[src/jnl_pkg.sv]
`default_nettype none

package jnl_pkg;

    // field widths fixed by the token format
    localparam int CH_W    = 8;
    localparam int DVAL_W  = 4;
    localparam int ERR_W   = 3;
    localparam int MANT_W  = 64;
    localparam int EXPA_W  = 14;
    localparam int DEXP_W  = 15;
    localparam int CNT_W   = 5;

    // queue between classifier and parser
    localparam int QUEUE_DEPTH = 4;
    localparam int QPTR_W      = 2;
    localparam int QCNT_W      = 3;

    // characters of the number grammar
    localparam logic [CH_W-1:0] CH_ZERO  = 8'h30;
    localparam logic [CH_W-1:0] CH_NINE  = 8'h39;
    localparam logic [CH_W-1:0] CH_DOT   = 8'h2e;
    localparam logic [CH_W-1:0] CH_LO_E  = 8'h65;
    localparam logic [CH_W-1:0] CH_UP_E  = 8'h45;
    localparam logic [CH_W-1:0] CH_MINUS = 8'h2d;
    localparam logic [CH_W-1:0] CH_PLUS  = 8'h2b;
    localparam logic [CH_W-1:0] CH_SPACE = 8'h20;
    localparam logic [CH_W-1:0] CH_LF    = 8'h0a;
    localparam logic [CH_W-1:0] CH_TAB   = 8'h09;
    localparam logic [CH_W-1:0] CH_CR    = 8'h0d;

    // error codes of a result beat
    localparam logic [ERR_W-1:0] ERR_NONE      = 3'd0;
    localparam logic [ERR_W-1:0] ERR_BAD_START = 3'd1;
    localparam logic [ERR_W-1:0] ERR_LEAD_ZERO = 3'd2;
    localparam logic [ERR_W-1:0] ERR_NO_DIGIT  = 3'd3;
    localparam logic [ERR_W-1:0] ERR_BAD_CHAR  = 3'd4;
    localparam logic [ERR_W-1:0] ERR_TOO_MANY  = 3'd5;

    // character class decided by the front end
    typedef enum logic [2:0] {
        K_DIGIT = 3'd0,
        K_DOT   = 3'd1,
        K_EXP   = 3'd2,
        K_MINUS = 3'd3,
        K_PLUS  = 3'd4,
        K_SPACE = 3'd5,
        K_OTHER = 3'd6
    } kind_t;

    // classified character as queued for the parser
    typedef struct packed {
        logic              start;
        kind_t             kind;
        logic [DVAL_W-1:0] dval;
    } tok_t;

    // parser phases
    typedef enum logic [9:0] {
        PH_IDLE  = 10'b00_0000_0001,
        PH_START = 10'b00_0000_0010,
        PH_SIGN  = 10'b00_0000_0100,
        PH_ZERO  = 10'b00_0000_1000,
        PH_INT   = 10'b00_0001_0000,
        PH_DOT   = 10'b00_0010_0000,
        PH_FRAC  = 10'b00_0100_0000,
        PH_EXPE  = 10'b00_1000_0000,
        PH_EXPS  = 10'b01_0000_0000,
        PH_EXP   = 10'b10_0000_0000
    } phase_t;

    // largest exponent with n decimal digits, n capped at four
    function automatic logic [EXPA_W-1:0] exp_cap_f(input int n);
        int cap;
        cap = 1;
        for (int i = 0; i < n && i < 4; i++)
        begin
            cap = cap * 10;
        end
        return EXPA_W'(cap - 1);
    endfunction

endpackage

`default_nettype wire

[src/json_number_lexer_core.sv]
// json number lexer
// input stream: one character per beat, s_axis_tdata = ch, s_axis_tuser marks
// the first character of a token; a beat is taken when tvalid and tready are high
// output stream: one beat per finished token, a number or an error code; a
// whitespace character ends a number, a grammar violation ends it with an error
// throughput: one character per cycle while the queue has room; the classifier
// feeds a four-entry queue and the parser retires one queued character per
// cycle unless its result cannot be stored, with its 64-bit times-ten
// accumulate as the per-cycle step
// result path: the terminating character is written to the queue, then the
// parser step moves its result into the output register
// stall: a waiting result holds in the output register; the parser keeps
// retiring characters that give no result, and the queue fills before
// s_axis_tready drops
// reset: asynchronous, active low; clears the queue, the parser to idle and
// the output valid; characters before a token start give no result
`default_nettype none

module json_number_lexer_core
    import jnl_pkg::*;
#(
    parameter int MAX_INT_DIGITS = 19,
    parameter int MAX_EXP_DIGITS = 4
)
(
    input  wire logic        clk,
    input  wire logic        rst_n,
    input  wire logic        s_axis_tvalid,
    output logic             s_axis_tready,
    input  wire logic [7:0]  s_axis_tdata,   // [7:0] ch
    input  wire logic        s_axis_tuser,   // [0] start_token
    output logic             m_axis_tvalid,
    input  wire logic        m_axis_tready,
    output logic [87:0]      m_axis_tdata    // [2:0] error, [3] negative,
                                             // [67:4] mantissa,
                                             // [82:68] dec_exponent, [87:83] zero
);

    logic               q_full;
    logic               q_push;
    tok_t               q_tok;
    logic               q_pop;
    logic               head_valid;
    tok_t               head_tok;
    logic [ERR_W-1:0]   error;
    logic               negative;
    logic [MANT_W-1:0]  mantissa;
    logic [DEXP_W-1:0]  dec_exponent;

    // classifier
    jnl_front u_front (
        .s_axis_tvalid (s_axis_tvalid),
        .s_axis_tready (s_axis_tready),
        .ch            (s_axis_tdata),
        .start_token   (s_axis_tuser),
        .q_full        (q_full),
        .q_push        (q_push),
        .q_tok         (q_tok)
    );

    // queue between classifier and parser
    jnl_queue u_queue (
        .clk        (clk),
        .rst_n      (rst_n),
        .push       (q_push),
        .push_tok   (q_tok),
        .full       (q_full),
        .pop        (q_pop),
        .head_valid (head_valid),
        .head_tok   (head_tok)
    );

    // parser and result register
    jnl_back #(
        .MAX_INT_DIGITS (MAX_INT_DIGITS),
        .MAX_EXP_DIGITS (MAX_EXP_DIGITS)
    ) u_back (
        .clk           (clk),
        .rst_n         (rst_n),
        .head_valid    (head_valid),
        .head_tok      (head_tok),
        .pop           (q_pop),
        .m_axis_tvalid (m_axis_tvalid),
        .m_axis_tready (m_axis_tready),
        .error         (error),
        .negative      (negative),
        .mantissa      (mantissa),
        .dec_exponent  (dec_exponent)
    );

    // pack the result beat
    assign m_axis_tdata = {5'b00000, dec_exponent, mantissa, negative, error};

endmodule

`default_nettype wire

[src/jnl_front.sv]
`default_nettype none

module jnl_front
    import jnl_pkg::*;
(
    input  wire logic            s_axis_tvalid,
    output logic                 s_axis_tready,
    input  wire logic [CH_W-1:0] ch,
    input  wire logic            start_token,
    input  wire logic            q_full,
    output logic                 q_push,
    output tok_t                 q_tok
);

    logic ch_numeral;

    // take a beat whenever the queue has room
    assign s_axis_tready = !q_full;
    assign q_push        = s_axis_tvalid && !q_full;

    // classify the character
    assign ch_numeral = (ch >= CH_ZERO) && (ch <= CH_NINE);

    always_comb
    begin
        q_tok.start = start_token;
        q_tok.dval  = ch[DVAL_W-1:0];
        if (ch_numeral)
        begin
            q_tok.kind = K_DIGIT;
        end
        else if (ch == CH_DOT)
        begin
            q_tok.kind = K_DOT;
        end
        else if (ch == CH_LO_E || ch == CH_UP_E)
        begin
            q_tok.kind = K_EXP;
        end
        else if (ch == CH_MINUS)
        begin
            q_tok.kind = K_MINUS;
        end
        else if (ch == CH_PLUS)
        begin
            q_tok.kind = K_PLUS;
        end
        else if (ch == CH_SPACE || ch == CH_LF || ch == CH_TAB || ch == CH_CR)
        begin
            q_tok.kind = K_SPACE;
        end
        else
        begin
            q_tok.kind = K_OTHER;
        end
    end

endmodule

`default_nettype wire

[src/jnl_queue.sv]
`default_nettype none

module jnl_queue
    import jnl_pkg::*;
(
    input  wire logic clk,
    input  wire logic rst_n,
    input  wire logic push,
    input  tok_t      push_tok,
    output logic      full,
    input  wire logic pop,
    output logic      head_valid,
    output tok_t      head_tok
);

    tok_t              slot_reg [QUEUE_DEPTH];
    logic [QPTR_W-1:0] wr_ptr_reg;
    logic [QPTR_W-1:0] rd_ptr_reg;
    logic [QCNT_W-1:0] count_reg;
    logic [QCNT_W-1:0] count_next;

    assign full       = (count_reg == QCNT_W'(QUEUE_DEPTH));
    assign head_valid = (count_reg != '0);
    assign head_tok   = slot_reg[rd_ptr_reg];

    // occupancy follows push and pop
    always_comb
    begin
        count_next = count_reg;
        if (push && !pop)
        begin
            count_next = count_reg + 1'b1;
        end
        else if (pop && !push)
        begin
            count_next = count_reg - 1'b1;
        end
    end

    // pointers and occupancy
    always_ff @(posedge clk or negedge rst_n)
    begin
        if (!rst_n)
        begin
            wr_ptr_reg <= '0;
            rd_ptr_reg <= '0;
            count_reg  <= '0;
        end
        else
        begin
            if (push)
            begin
                wr_ptr_reg <= wr_ptr_reg + 1'b1;
            end
            if (pop)
            begin
                rd_ptr_reg <= rd_ptr_reg + 1'b1;
            end
            count_reg <= count_next;
        end
    end

    // slot storage
    always_ff @(posedge clk)
    begin
        if (push)
        begin
            slot_reg[wr_ptr_reg] <= push_tok;
        end
    end

endmodule

`default_nettype wire

[src/jnl_back.sv]
`default_nettype none

module jnl_back
    import jnl_pkg::*;
#(
    parameter int MAX_INT_DIGITS = 19,
    parameter int MAX_EXP_DIGITS = 4
)
(
    input  wire logic              clk,
    input  wire logic              rst_n,
    input  wire logic              head_valid,
    input  tok_t                   head_tok,
    output logic                   pop,
    output logic                   m_axis_tvalid,
    input  wire logic              m_axis_tready,
    output logic [ERR_W-1:0]       error,
    output logic                   negative,
    output logic [MANT_W-1:0]      mantissa,
    output logic [DEXP_W-1:0]      dec_exponent
);

    localparam logic [CNT_W-1:0]  MAX_INT = CNT_W'(MAX_INT_DIGITS);
    localparam logic [EXPA_W-1:0] EXP_CAP = exp_cap_f(MAX_EXP_DIGITS);

    phase_t              phase_reg, phase_next, ph_eff;
    logic                neg_reg, neg_next, neg_eff;
    logic [MANT_W-1:0]   mant_reg, mant_next, mant_eff;
    logic [CNT_W-1:0]    icnt_reg, icnt_next, icnt_eff;
    logic [CNT_W-1:0]    fkept_reg, fkept_next, fkept_eff;
    logic [EXPA_W-1:0]   exp_reg, exp_next, exp_eff;
    logic                eneg_reg, eneg_next, eneg_eff;

    logic                out_valid_reg;
    logic [ERR_W-1:0]    out_err_reg;
    logic                out_neg_reg;
    logic [MANT_W-1:0]   out_mant_reg;
    logic [DEXP_W-1:0]   out_dexp_reg;

    logic                emit;
    logic [ERR_W-1:0]    emit_err;
    logic                sign_go;
    logic                exps_go;
    logic                take_int;
    logic                take_frac;
    logic                take_exp;
    logic                is_dig;
    logic [MANT_W-1:0]   mant_mac;
    logic [CNT_W:0]      digit_sum;
    logic [EXPA_W+2:0]   exp_mac;
    logic signed [DEXP_W:0] exp_signed;
    logic signed [DEXP_W:0] dexp_full;
    logic                out_free;

    // a token start drops whatever number was in progress
    always_comb
    begin
        if (head_tok.start)
        begin
            ph_eff    = PH_START;
            neg_eff   = 1'b0;
            mant_eff  = '0;
            icnt_eff  = '0;
            fkept_eff = '0;
            exp_eff   = '0;
            eneg_eff  = 1'b0;
        end
        else
        begin
            ph_eff    = phase_reg;
            neg_eff   = neg_reg;
            mant_eff  = mant_reg;
            icnt_eff  = icnt_reg;
            fkept_eff = fkept_reg;
            exp_eff   = exp_reg;
            eneg_eff  = eneg_reg;
        end
    end

    // decimal accumulate: times ten plus digit
    assign is_dig    = (head_tok.kind == K_DIGIT);
    assign mant_mac  = (mant_eff << 3) + (mant_eff << 1) + MANT_W'(head_tok.dval);
    assign digit_sum = {1'b0, icnt_eff} + {1'b0, fkept_eff};
    assign exp_mac   = ({3'b000, exp_eff} << 3) + ({3'b000, exp_eff} << 1)
                     + (EXPA_W+3)'(head_tok.dval);

    // final exponent: signed exponent minus kept fraction digits
    assign exp_signed = eneg_eff ? -$signed({2'b00, exp_eff}) : $signed({2'b00, exp_eff});
    assign dexp_full  = exp_signed - $signed({{(DEXP_W+1-CNT_W){1'b0}}, fkept_eff});

    // grammar walk and accumulators
    always_comb
    begin
        phase_next = ph_eff;
        neg_next   = neg_eff;
        eneg_next  = eneg_eff;
        emit       = 1'b0;
        emit_err   = ERR_NONE;
        sign_go    = 1'b0;
        exps_go    = 1'b0;
        take_int   = 1'b0;
        take_frac  = 1'b0;
        take_exp   = 1'b0;
        case (ph_eff)
            PH_START:
            begin
                if (head_tok.kind == K_MINUS)
                begin
                    neg_next   = 1'b1;
                    phase_next = PH_SIGN;
                end
                else
                begin
                    sign_go = 1'b1;
                end
            end
            PH_SIGN:
            begin
                sign_go = 1'b1;
            end
            PH_ZERO, PH_INT:
            begin
                if (is_dig)
                begin
                    if (ph_eff == PH_ZERO)
                    begin
                        emit     = 1'b1;
                        emit_err = ERR_LEAD_ZERO;
                    end
                    else if (icnt_eff >= MAX_INT)
                    begin
                        emit     = 1'b1;
                        emit_err = ERR_TOO_MANY;
                    end
                    else
                    begin
                        take_int = 1'b1;
                    end
                end
                else if (head_tok.kind == K_DOT)
                begin
                    phase_next = PH_DOT;
                end
                else if (head_tok.kind == K_EXP)
                begin
                    phase_next = PH_EXPE;
                end
                else if (head_tok.kind == K_SPACE)
                begin
                    emit = 1'b1;
                end
                else
                begin
                    emit     = 1'b1;
                    emit_err = ERR_BAD_CHAR;
                end
            end
            PH_DOT:
            begin
                if (is_dig)
                begin
                    take_frac = 1'b1;
                end
                else
                begin
                    emit     = 1'b1;
                    emit_err = ERR_NO_DIGIT;
                end
            end
            PH_FRAC:
            begin
                if (is_dig)
                begin
                    take_frac = 1'b1;
                end
                else if (head_tok.kind == K_EXP)
                begin
                    phase_next = PH_EXPE;
                end
                else if (head_tok.kind == K_SPACE)
                begin
                    emit = 1'b1;
                end
                else
                begin
                    emit     = 1'b1;
                    emit_err = ERR_BAD_CHAR;
                end
            end
            PH_EXPE:
            begin
                if (head_tok.kind == K_MINUS)
                begin
                    eneg_next  = 1'b1;
                    phase_next = PH_EXPS;
                end
                else if (head_tok.kind == K_PLUS)
                begin
                    phase_next = PH_EXPS;
                end
                else
                begin
                    exps_go = 1'b1;
                end
            end
            PH_EXPS:
            begin
                exps_go = 1'b1;
            end
            PH_EXP:
            begin
                if (is_dig)
                begin
                    take_exp = 1'b1;
                end
                else if (head_tok.kind == K_SPACE)
                begin
                    emit = 1'b1;
                end
                else
                begin
                    emit     = 1'b1;
                    emit_err = ERR_BAD_CHAR;
                end
            end
            PH_IDLE:
            begin
                phase_next = PH_IDLE;
            end
            default:
            begin
                phase_next = PH_IDLE;
            end
        endcase

        // first integer digit, after the optional minus
        if (sign_go)
        begin
            if (is_dig && head_tok.dval == '0)
            begin
                phase_next = PH_ZERO;
            end
            else if (is_dig)
            begin
                take_int = 1'b1;
            end
            else
            begin
                emit     = 1'b1;
                emit_err = ERR_BAD_START;
            end
        end

        // first exponent digit, after the optional sign
        if (exps_go)
        begin
            if (is_dig)
            begin
                take_exp = 1'b1;
            end
            else
            begin
                emit     = 1'b1;
                emit_err = ERR_NO_DIGIT;
            end
        end

        // accumulators
        mant_next  = mant_eff;
        icnt_next  = icnt_eff;
        fkept_next = fkept_eff;
        exp_next   = exp_eff;
        if (take_int)
        begin
            mant_next  = mant_mac;
            icnt_next  = icnt_eff + 1'b1;
            phase_next = PH_INT;
        end
        if (take_frac)
        begin
            if (digit_sum < {1'b0, MAX_INT})
            begin
                mant_next  = mant_mac;
                fkept_next = fkept_eff + 1'b1;
            end
            phase_next = PH_FRAC;
        end
        if (take_exp)
        begin
            exp_next   = (exp_mac > {3'b000, EXP_CAP}) ? EXP_CAP : exp_mac[EXPA_W-1:0];
            phase_next = PH_EXP;
        end
        if (emit)
        begin
            phase_next = PH_IDLE;
            neg_next   = 1'b0;
            mant_next  = '0;
            icnt_next  = '0;
            fkept_next = '0;
            exp_next   = '0;
            eneg_next  = 1'b0;
        end
    end

    // a beat moves on unless its result cannot be stored
    assign out_free = !out_valid_reg || m_axis_tready;
    assign pop      = head_valid && (!emit || out_free);

    // token state
    always_ff @(posedge clk or negedge rst_n)
    begin
        if (!rst_n)
        begin
            phase_reg <= PH_IDLE;
            neg_reg   <= 1'b0;
            mant_reg  <= '0;
            icnt_reg  <= '0;
            fkept_reg <= '0;
            exp_reg   <= '0;
            eneg_reg  <= 1'b0;
        end
        else if (pop)
        begin
            phase_reg <= phase_next;
            neg_reg   <= neg_next;
            mant_reg  <= mant_next;
            icnt_reg  <= icnt_next;
            fkept_reg <= fkept_next;
            exp_reg   <= exp_next;
            eneg_reg  <= eneg_next;
        end
    end

    // result valid flag
    always_ff @(posedge clk or negedge rst_n)
    begin
        if (!rst_n)
        begin
            out_valid_reg <= 1'b0;
        end
        else if (pop && emit)
        begin
            out_valid_reg <= 1'b1;
        end
        else if (m_axis_tready)
        begin
            out_valid_reg <= 1'b0;
        end
    end

    // result payload, zero fields on error
    always_ff @(posedge clk)
    begin
        if (pop && emit)
        begin
            out_err_reg <= emit_err;
            if (emit_err == ERR_NONE)
            begin
                out_neg_reg  <= neg_eff;
                out_mant_reg <= mant_eff;
                out_dexp_reg <= dexp_full[DEXP_W-1:0];
            end
            else
            begin
                out_neg_reg  <= 1'b0;
                out_mant_reg <= '0;
                out_dexp_reg <= '0;
            end
        end
    end

    assign m_axis_tvalid = out_valid_reg;
    assign error         = out_err_reg;
    assign negative      = out_neg_reg;
    assign mantissa      = out_mant_reg;
    assign dec_exponent  = out_dexp_reg;

endmodule

`default_nettype wire
[config.mk]
export PLATFORM = sky130hd
export DESIGN_NAME = json_number_lexer_core
export DESIGN_NICKNAME = d
export VERILOG_FILES = /design/src/jnl_pkg.sv /design/src/json_number_lexer_core.sv /design/src/jnl_front.sv /design/src/jnl_queue.sv /design/src/jnl_back.sv
export SDC_FILE = /design/constraint.sdc
export NUM_CORES = 1
export LEC_CHECK = 0
export BUFFER_PORTS_ARGS = -buffer_cell sky130_fd_sc_hd__buf_2
export CAP_MARGIN = 15
export CORE_MARGIN = 2
export CORE_UTILIZATION = 40
export DETAILED_ROUTE_END_ITERATION = 16
export PLACE_DENSITY_LB_ADDON = 0.08
export SLEW_MARGIN = 40
export SYNTH_ARGS = -nofsm -noshare
export SYNTH_HDL_FRONTEND = slang
export SYNTH_SLANG_ARGS = --single-unit
[constraint.sdc]
create_clock -name clk -period 7.95 [get_ports clk]
set_input_delay 0.795 -clock clk [delete_from_list [all_inputs] [get_ports clk]]
set_output_delay 0.795 -clock clk [all_outputs]
set_load 0.01 [all_outputs]
==> results of run 1 <==
[worst paths after layout]
check	endpoint	slack [ns]
max	u_queue.count_reg[1]	1.88
min	u_back.phase_reg[4]	0.28
max reg2reg	u_queue.count_reg[1]	1.88
min reg2reg	u_back.fkept_reg[0]	0.47
max in group asynchronous	u_back.mant_reg[0]	6.64
min in group clk	u_back.fkept_reg[0]	0.47
[worst max-delay path: cells and delay by family, from the launching register on]
| kind | cells | cell delay (ns) |
|---|---|---|
| compound gates | 4 | 1.21 |
| fa+ha+maj | 3 | 1.19 |
| buf+inv | 2 | 0.67 |
| flops | 1 | 0.74 |
| mux | 2 | 1.22 |
| simple gates | 4 | 0.91 |
[metrics by stage]
| step | cells | setup WS (ns) | instance area (µm²) | hold WS, ns |
|---|---|---|---|---|
| 2_1_floorplan | 1617 | 1.089 | 15950 | 0.4422 |
| 3_3_place_gp | 2175 | 2.107 | 16770 | 0.4684 |
| 3_5_place_dp | 2176 | 1.877 | 16790 | 0.4689 |
| 4_1_cts | 2226 | 1.876 | 17670 | 0.2954 |
| 5_1_grt | 2227 | 1.401 | 17690 | 0.3316 |
| 6_report | 2227 | 1.883 | 17690 | 0.2841 |
[per-layer routing]
metal	track usage (%)	vias to the layer above	wire length (µm)	share of wire (%)
met5	0	-	0	0
met4	4.536	0	720	1.8
met3	2.061	42	1515	3.8
met2	30.19	240	17280	43
met1	28.35	5929	20300	51
li1	-	6093	-	-
[power by group]
group          leakage, nW  internal (mW)  switching (mW)
clock network        0.429          0.741           0.503
logic                 5.33          0.482            1.21
registers             2.59           1.61           0.133
total                 8.34           2.83            1.85
[cell families (layout without fill, tap and decap cells)]
logic type / count (synthesis) / count (layout) / share of synthesized area (%)
other: 1 / 5 / 0.02353
AO/OA/AOI/OAI: 451 / 451 / 19.24
AND/OR/NAND/NOR: 519 / 519 / 17.15
adder cells (fa/ha/maj): 174 / 174 / 13.94
multiplexers: 14 / 14 / 1.531
buffers and inverters: 129 / 214 / 3.878
flip-flops: 223 / 223 / 38.63
XOR/XNOR: 102 / 102 / 5.605
[layout make-up]
type                            count  area (µm²)
Fill cell                        3819       21860
Multi-Input combinational cell   1265        9189
Sequential cell                   223        6157
Clock buffer                       36       729.5
Tap cell                          525       656.9
Timing Repair Buffer              109       596.8
Inverter                           55       206.4
Clock inverter                     14       155.1
[cells in the mapped netlist (all sizes together) (51+ instances only)]
library cell	count	area share, %
inv	55	1.3
nand2	111	2.7
nor2	115	2.8
ha	168	13
nor2b	84	3.3
a22o	69	3.8
and2	72	2.9
xnor2	56	3.1
edfxtp	115	22
dfrtp	107	17
o21ai	94	3.1
a21oi	104	3.3
a21o	51	2.4
==> summary.txt, run 1 <==
Run status
  • Status: completed

Pwr
  • Pwr Total: 4.681 mW
  • PD cells: 264.6 nW/µm²
  • Pleak: between 8 and 9 nW
  • Worst vdd ir: 0.0001809 V

Synthesis
  • Syn Area/Cell: approximately 9.9 µm²
  • #FFs+latches synth: 223
  • Synth cell types: 86
  • Post-Syn Area: around 16000 µm²
  • Post-synth top flop: edfxtp_1
  • Sequential-to-total area share from yosys stat: 38.63%
  • Asr flop ratio synth: 48.43%
  • Yosys Warn Count: 0
  • Post-synth EDFFs: roughly 120
  • Mapped Cells: around 1.6k

Floorplan
  • Starting Density: 40.30%
  • Die area: 41460 µm²
  • Die height: approximately 200 µm
  • Core footprint: 39550 µm²
  • I/O pins: 103
  • Die width: 203.6 µm
  • Core Rows: 73

Min path
  • Min-delay worst type: input pin to asynchronous set/reset pin

Critical path
  • FF-to-FF path depth: 15
  • Crit Path Category: flop to flop
  • Crit-path cells: mux4_4 > nor2b_1 > ha_1 > a2111oi_0 > nor3_1 > a41o_1 > a21bo_2 > a21boi_0 > nand2_1 > nand2_1 > clkinv_1 > ha_1 > inv_1 > fa_1 > mux2_2
  • Worst-path maximum fanout: 66
  • Slowest stage delay, CP: 0.95 ns
  • Worst EP arrival: 6.50 ns
  • R2r startpoint: u_queue.rd_ptr_reg[0]
  • Worst setup SP type: flop
  • Crit path launch: u_queue.rd_ptr_reg[0]
  • Slowest cell on crit path: mux4_4
  • Worst setup EP type: flop
  • Data required, critical path: 8.38 ns

Flow run
  • MaxCap Viol Count: 0

STA
  • Setup violators final: 0
  • Tmin final: 6.067 ns
  • Final period utilization: 76.31%
  • Slew margin rel.: between 40% and 50%
  • Fin. Hold Viols: 0
  • RSZ-0062 raised after global routing: no
  • Max-slew violations: 0
  • Clock Skews: 0.02132 ns
  • Worst Max-Slew Pin Slew: 0.8015 ns
  • Setup TNS: 0 ns
  • Achievable Freq: 164.8 MHz

Finish
  • Commonest non-fill, non-tap cells in the layout: ha_1 (168), edfxtp_1 (115), nor2_1 (113)
  • Ant diodes: 0
  • NumNets Final: approximately 1.9k
  • P&R area growth vs syn: 11.00%
  • Share of layout cells above drive strength 1: 10.81%
  • Most common cell after layout, fill and taps aside: ha_1
  • Final core occ: approximately 45%

Route
  • Post-DRT Antenna Nets: 0
  • Vias/cell: 5.525
  • Drt wl/cell: 17.87 µm
  • DRT iter0 DRCs: about 640
  • Routed via count: 12.30k
  • WL final: 39810 µm
  • DR DRC count: 0
  • Initial DRT Pass Iterations: 5

GRT
  • Antenna violations before repair: 0
  • GRT Total Usage: between 10% and 20%
  • Largest net degree at the start of global routing: 71
  • First-pass GRT wire length: 65090 µm
  • Vias in the first global route: 12.15k
  • Remaining Overflow, GRT: 0

Clocking
  • TritonCTS clock tree: built
  • Post-CTS setup buffer count: 0
  • Clk_lat worst skew: 0.56 ns
  • Total CTS buffers: 27
  • Max Root-Sink Buffers: 3
  • CTS sink cnt: 223
  • Root Buffer Master: clkbuf_16
  • H-tree Lvls: 1
  • Post-CTS sizing: 0
  • Hold Buf Count CTS: 0
  • Reg clk slew, reported paths: approximately 0.060 ns

Place
  • Post-DP HPWL: 29570 µm
  • Routability congestion estimate: about 0.90
  • PortBufs: 97
(Power assumes the default switching activity.)
==> run 2, diff against run 1 <==
--- a/config.mk
+++ b/config.mk
@@ -5,6 +5,7 @@
 export SDC_FILE = /design/constraint.sdc
 export NUM_CORES = 1
 export LEC_CHECK = 0
+export ABC_AREA = 1
 export BUFFER_PORTS_ARGS = -buffer_cell sky130_fd_sc_hd__buf_2
 export CAP_MARGIN = 15
 export CORE_MARGIN = 2
==> constraint.sdc (replaced) <==
create_clock -name clk -period 6.1 [get_ports clk]
set_input_delay 0.61 -clock clk [delete_from_list [all_inputs] [get_ports clk]]
set_output_delay 0.61 -clock clk [all_outputs]
set_load 0.01 [all_outputs]
==> run 2 against run 1 <==
Effect of this change:
- critical path depth is 4 higher
- combinational power grew to 3.3 times the previous value
- clock-buffer cell count is 2 higher
- fmax is 19% higher
- sequential share of layout area is 4.7 points lower
- highest routed layer unchanged
- final cell count is 52% higher
- critical path type unchanged
- clock skew is 0.0025 ns higher
- worst hold slack worse by 0.21 ns
- sequential cell count stayed put
- largest cell class unchanged
- first-iteration DRC count is 50% higher
==> summary.txt, run 2 <==
Place
  • PortBufs: 97
  • Dpl cells: 3327
  • Post-DP HPWL: about 44000 µm
  • Routability congestion estimate: 0.9703

Finish
  • Share of layout cells above drive strength 1: ~6.9%
  • Ant diodes: 0
  • Fill count: slightly below 5k
  • Commonest non-fill, non-tap cells in the layout: nand2_1 (824), nor2_1 (340), inv_1 (338)
  • P&R area growth vs syn: 9.935%
  • Most common cell after layout, fill and taps aside: nand2_1
  • Final Non-Filler Cells: 3379
  • NumNets Final: 2944

Critical path
  • Worst setup EP type: flop
  • FF-to-FF End: u_back.mant_reg[62]
  • Crit path capture: u_back.mant_reg[62]
  • Data required, critical path: 6.54 ns
  • Crit Path Category: flop to flop
  • FF-to-FF path depth: 19
  • Worst setup SP type: flop
  • Reg2reg setup slack: between 0.9 and 1 ns
  • Worst-path maximum fanout: 46
  • Crit path launch: u_queue.rd_ptr_reg[0]
  • Worst EP arrival: 5.55 ns
  • R2r startpoint: u_queue.rd_ptr_reg[0]

Synthesis
  • Yosys Warn Count: 0
  • Post-Synth Adder-Cell Area: 11.95%
  • Compound-gate portion of the synthesized area: 8.138%
  • Post-synth top flop: edfxtp_1
  • Post-Syn Area: 18590 µm²
  • Post-Synth Simple-Gate Area: 34.49%
  • Top area cells in the synthesized netlist: edfxtp_1 (19%), nand2_1 (17%), dfrtp_1 (14%)
  • Post-synth top cells: nand2_1 (824), nor2_1 (342), inv_1 (339)
  • Synth cell types: between 40 and 50
  • #FFs+latches synth: 223
  • XOR/XNOR share of the synthesized area: 2.639%
  • Mux contribution to synthesized area: 0.1212%
  • Syn Area/Cell: between 6 and 7 µm²
  • Largest family of logic cells by synthesized area: simple AND/OR/NAND/NOR gates
  • Yosys top cell by area: edfxtp_1
  • Sequential-to-total area share from yosys stat: roughly a third
  • Asr flop ratio synth: 48.43%
  • Mapped Cells: 2689
  • Top-count cell post-synth: nand2_1
  • Top cell type's share of synthesized area: around 19%
  • Post-synth EDFFs: 115

Clocking
  • Max Root-Sink Buffers: 3
  • CTS sink cnt: between 200 and 250
  • Post-CTS setup buffer count: 0
  • Post-CTS sizing: 0
  • Hold Buf Count CTS: 0
  • H-tree Lvls: 1
  • TritonCTS clock tree: built
  • Clk_lat worst skew: 0.58 ns
  • Total CTS buffers: 28
  • Reg clk slew, reported paths: 0.06 ns
  • Root Buffer Master: clkbuf_16

Floorplan
  • Core Rows: 78
  • Starting Density: 40.78%
  • Die area: between 40000 and 50000 µm²
  • Die width: 219.6 µm
  • Core footprint: 45580 µm²
  • I/O pins: 103
  • Die height: 219.6 µm

STA
  • Max-slew violations: 0
  • Setup violators final: 0
  • Final period utilization: 83.64%
  • Hold_ws: 0.07475 ns
  • Worst Max-Slew Pin Slew: between 0.8 and 0.9 ns
  • Achievable Freq: 196.0 MHz
  • Fin. Hold Viols: 0
  • Clock Skews: 0.02378 ns
  • RSZ-0062 raised after global routing: no
  • Tmin final: 5.102 ns
  • Slew margin rel.: 41.50%
  • Setup TNS: 0 ns

GRT
  • First-pass GRT wire length: 92080 µm
  • Antenna violations before repair: 0
  • GRT Total Usage: between 20% and 30%
  • Vias in the first global route: between 15k and 20k
  • Largest net degree at the start of global routing: ~90
  • Remaining Overflow, GRT: 0

Min path
  • Min-delay worst type: input pin to asynchronous set/reset pin

Route
  • WL final: 57310 µm
  • Routed via count: 17.37k
  • Vias/cell: about 5
  • DRT iter0 DRCs: 966
  • DR DRC count: 0
  • Drt wl/cell: 16.96 µm
  • Initial DRT Pass Iterations: 5
  • Post-DRT Antenna Nets: 0

Pwr
  • Worst vdd ir: ~0.00063 V
  • PD cells: between 400 and 500 nW/µm²
  • Pleak: 11.00 nW

Flow run
  • MaxCap Viol Count: 0

Run status
  • Status: completed
[run 2: cell count changes in the layout (fill, tap and decap cells not counted), sizes merged, moves of 45 or more]
cell | before | now
nor2b | 84 | 0
nand3 | 19 | 283
and2 | 72 | 2
nand2 | 111 | 833
a22o | 69 | 0
inv | 55 | 344
nor2 | 115 | 345
a21o | 51 | 6
[run 2: how the worst min path moves through the flow]
stage / end / cells after the start / slack, ns
6_report: u_back.m_axis_tvalid / 1 / 0.07
5_1_grt: u_back.m_axis_tvalid / 1 / 0.12
4_1_cts: u_back.m_axis_tvalid / 1 / 0.08
3_5_place_dp: u_back.fkept_reg[1] / 2 / 0.46
3_3_place_gp: u_back.fkept_reg[1] / 2 / 0.46
2_1_floorplan: u_back.eneg_reg / 0 / 0.31
[run 2: report_power, final]
part | leakage (nW) | internal (mW) | switching, mW
clock | 0.446 | 0.989 | 0.674
combinational | 8.02 | 1.67 | 3.99
sequential | 2.54 | 2.37 | 0.217
[run 2: layout make-up]
class | count | area, µm² | share of cell area [%]
multi-input cells | 2051 | 10710 | 52.41
flip-flops and latches | 223 | 6157 | 30.13
inverters | 343 | 1289 | 6.307
clock buffers | 38 | 789.5 | 3.864
well taps | 600 | 750.7 | 3.674
repair buffers | 110 | 606.8 | 2.970
clock inverters | 14 | 131.4 | 0.6429
[run 2: through the flow]
step | instance area [µm²] | total power [mW] | util (%) | setup slack, ns
floorplan | 18600 | 6.858 | - | 1.150
global placement | 19490 | 8.234 | 42.76 | 1.214
detailed placement | 19500 | 8.364 | 42.79 | 1.073
CTS | 20420 | 10.08 | 44.81 | 1.057
global route | 20430 | 10.85 | 44.84 | 0.4861
finish | 20430 | 9.915 | 44.84 | 0.9982
[run 2: cell families (layout without fill, tap and decap cells)]
kind of cell               after synthesis  in the layout
AOI/OAI and AO/OA                      273            273
xor gates and xnor gates                56             56
adders and majority gates              174            174
buffers and inverters                  419            505
DFF                                    223            223
muxes                                    2              2
other                                    1              5
and+or+nand+nor                       1541           1541
[run 2: critical path: stages (launching register included)]
cell and delay (ns):
dfrtp_1 0.74, inv_2 0.25, nand2_1 0.11, nand3_1 0.11
nand2_4 0.44, buf_4 0.49, nand2_1 0.17, inv_1 0.12
ha_1 0.24, ha_1 0.34, a21oi_1 0.25, o21ai_0 0.23
a21oi_1 0.42, o21ai_0 0.22, a21oi_1 0.33, nand3_1 0.11
nand2_1 0.12, nand2_1 0.06, nand3_1 0.11, nand2_1 0.06
[run 2: routing by layer]
layer | wire (µm) | GRT usage, %
met5 | 0 | 0
met4 | 1650 | 7.181
met3 | 1723 | 1.891
met2 | 28020 | 42.43
met1 | 25910 | 31.08
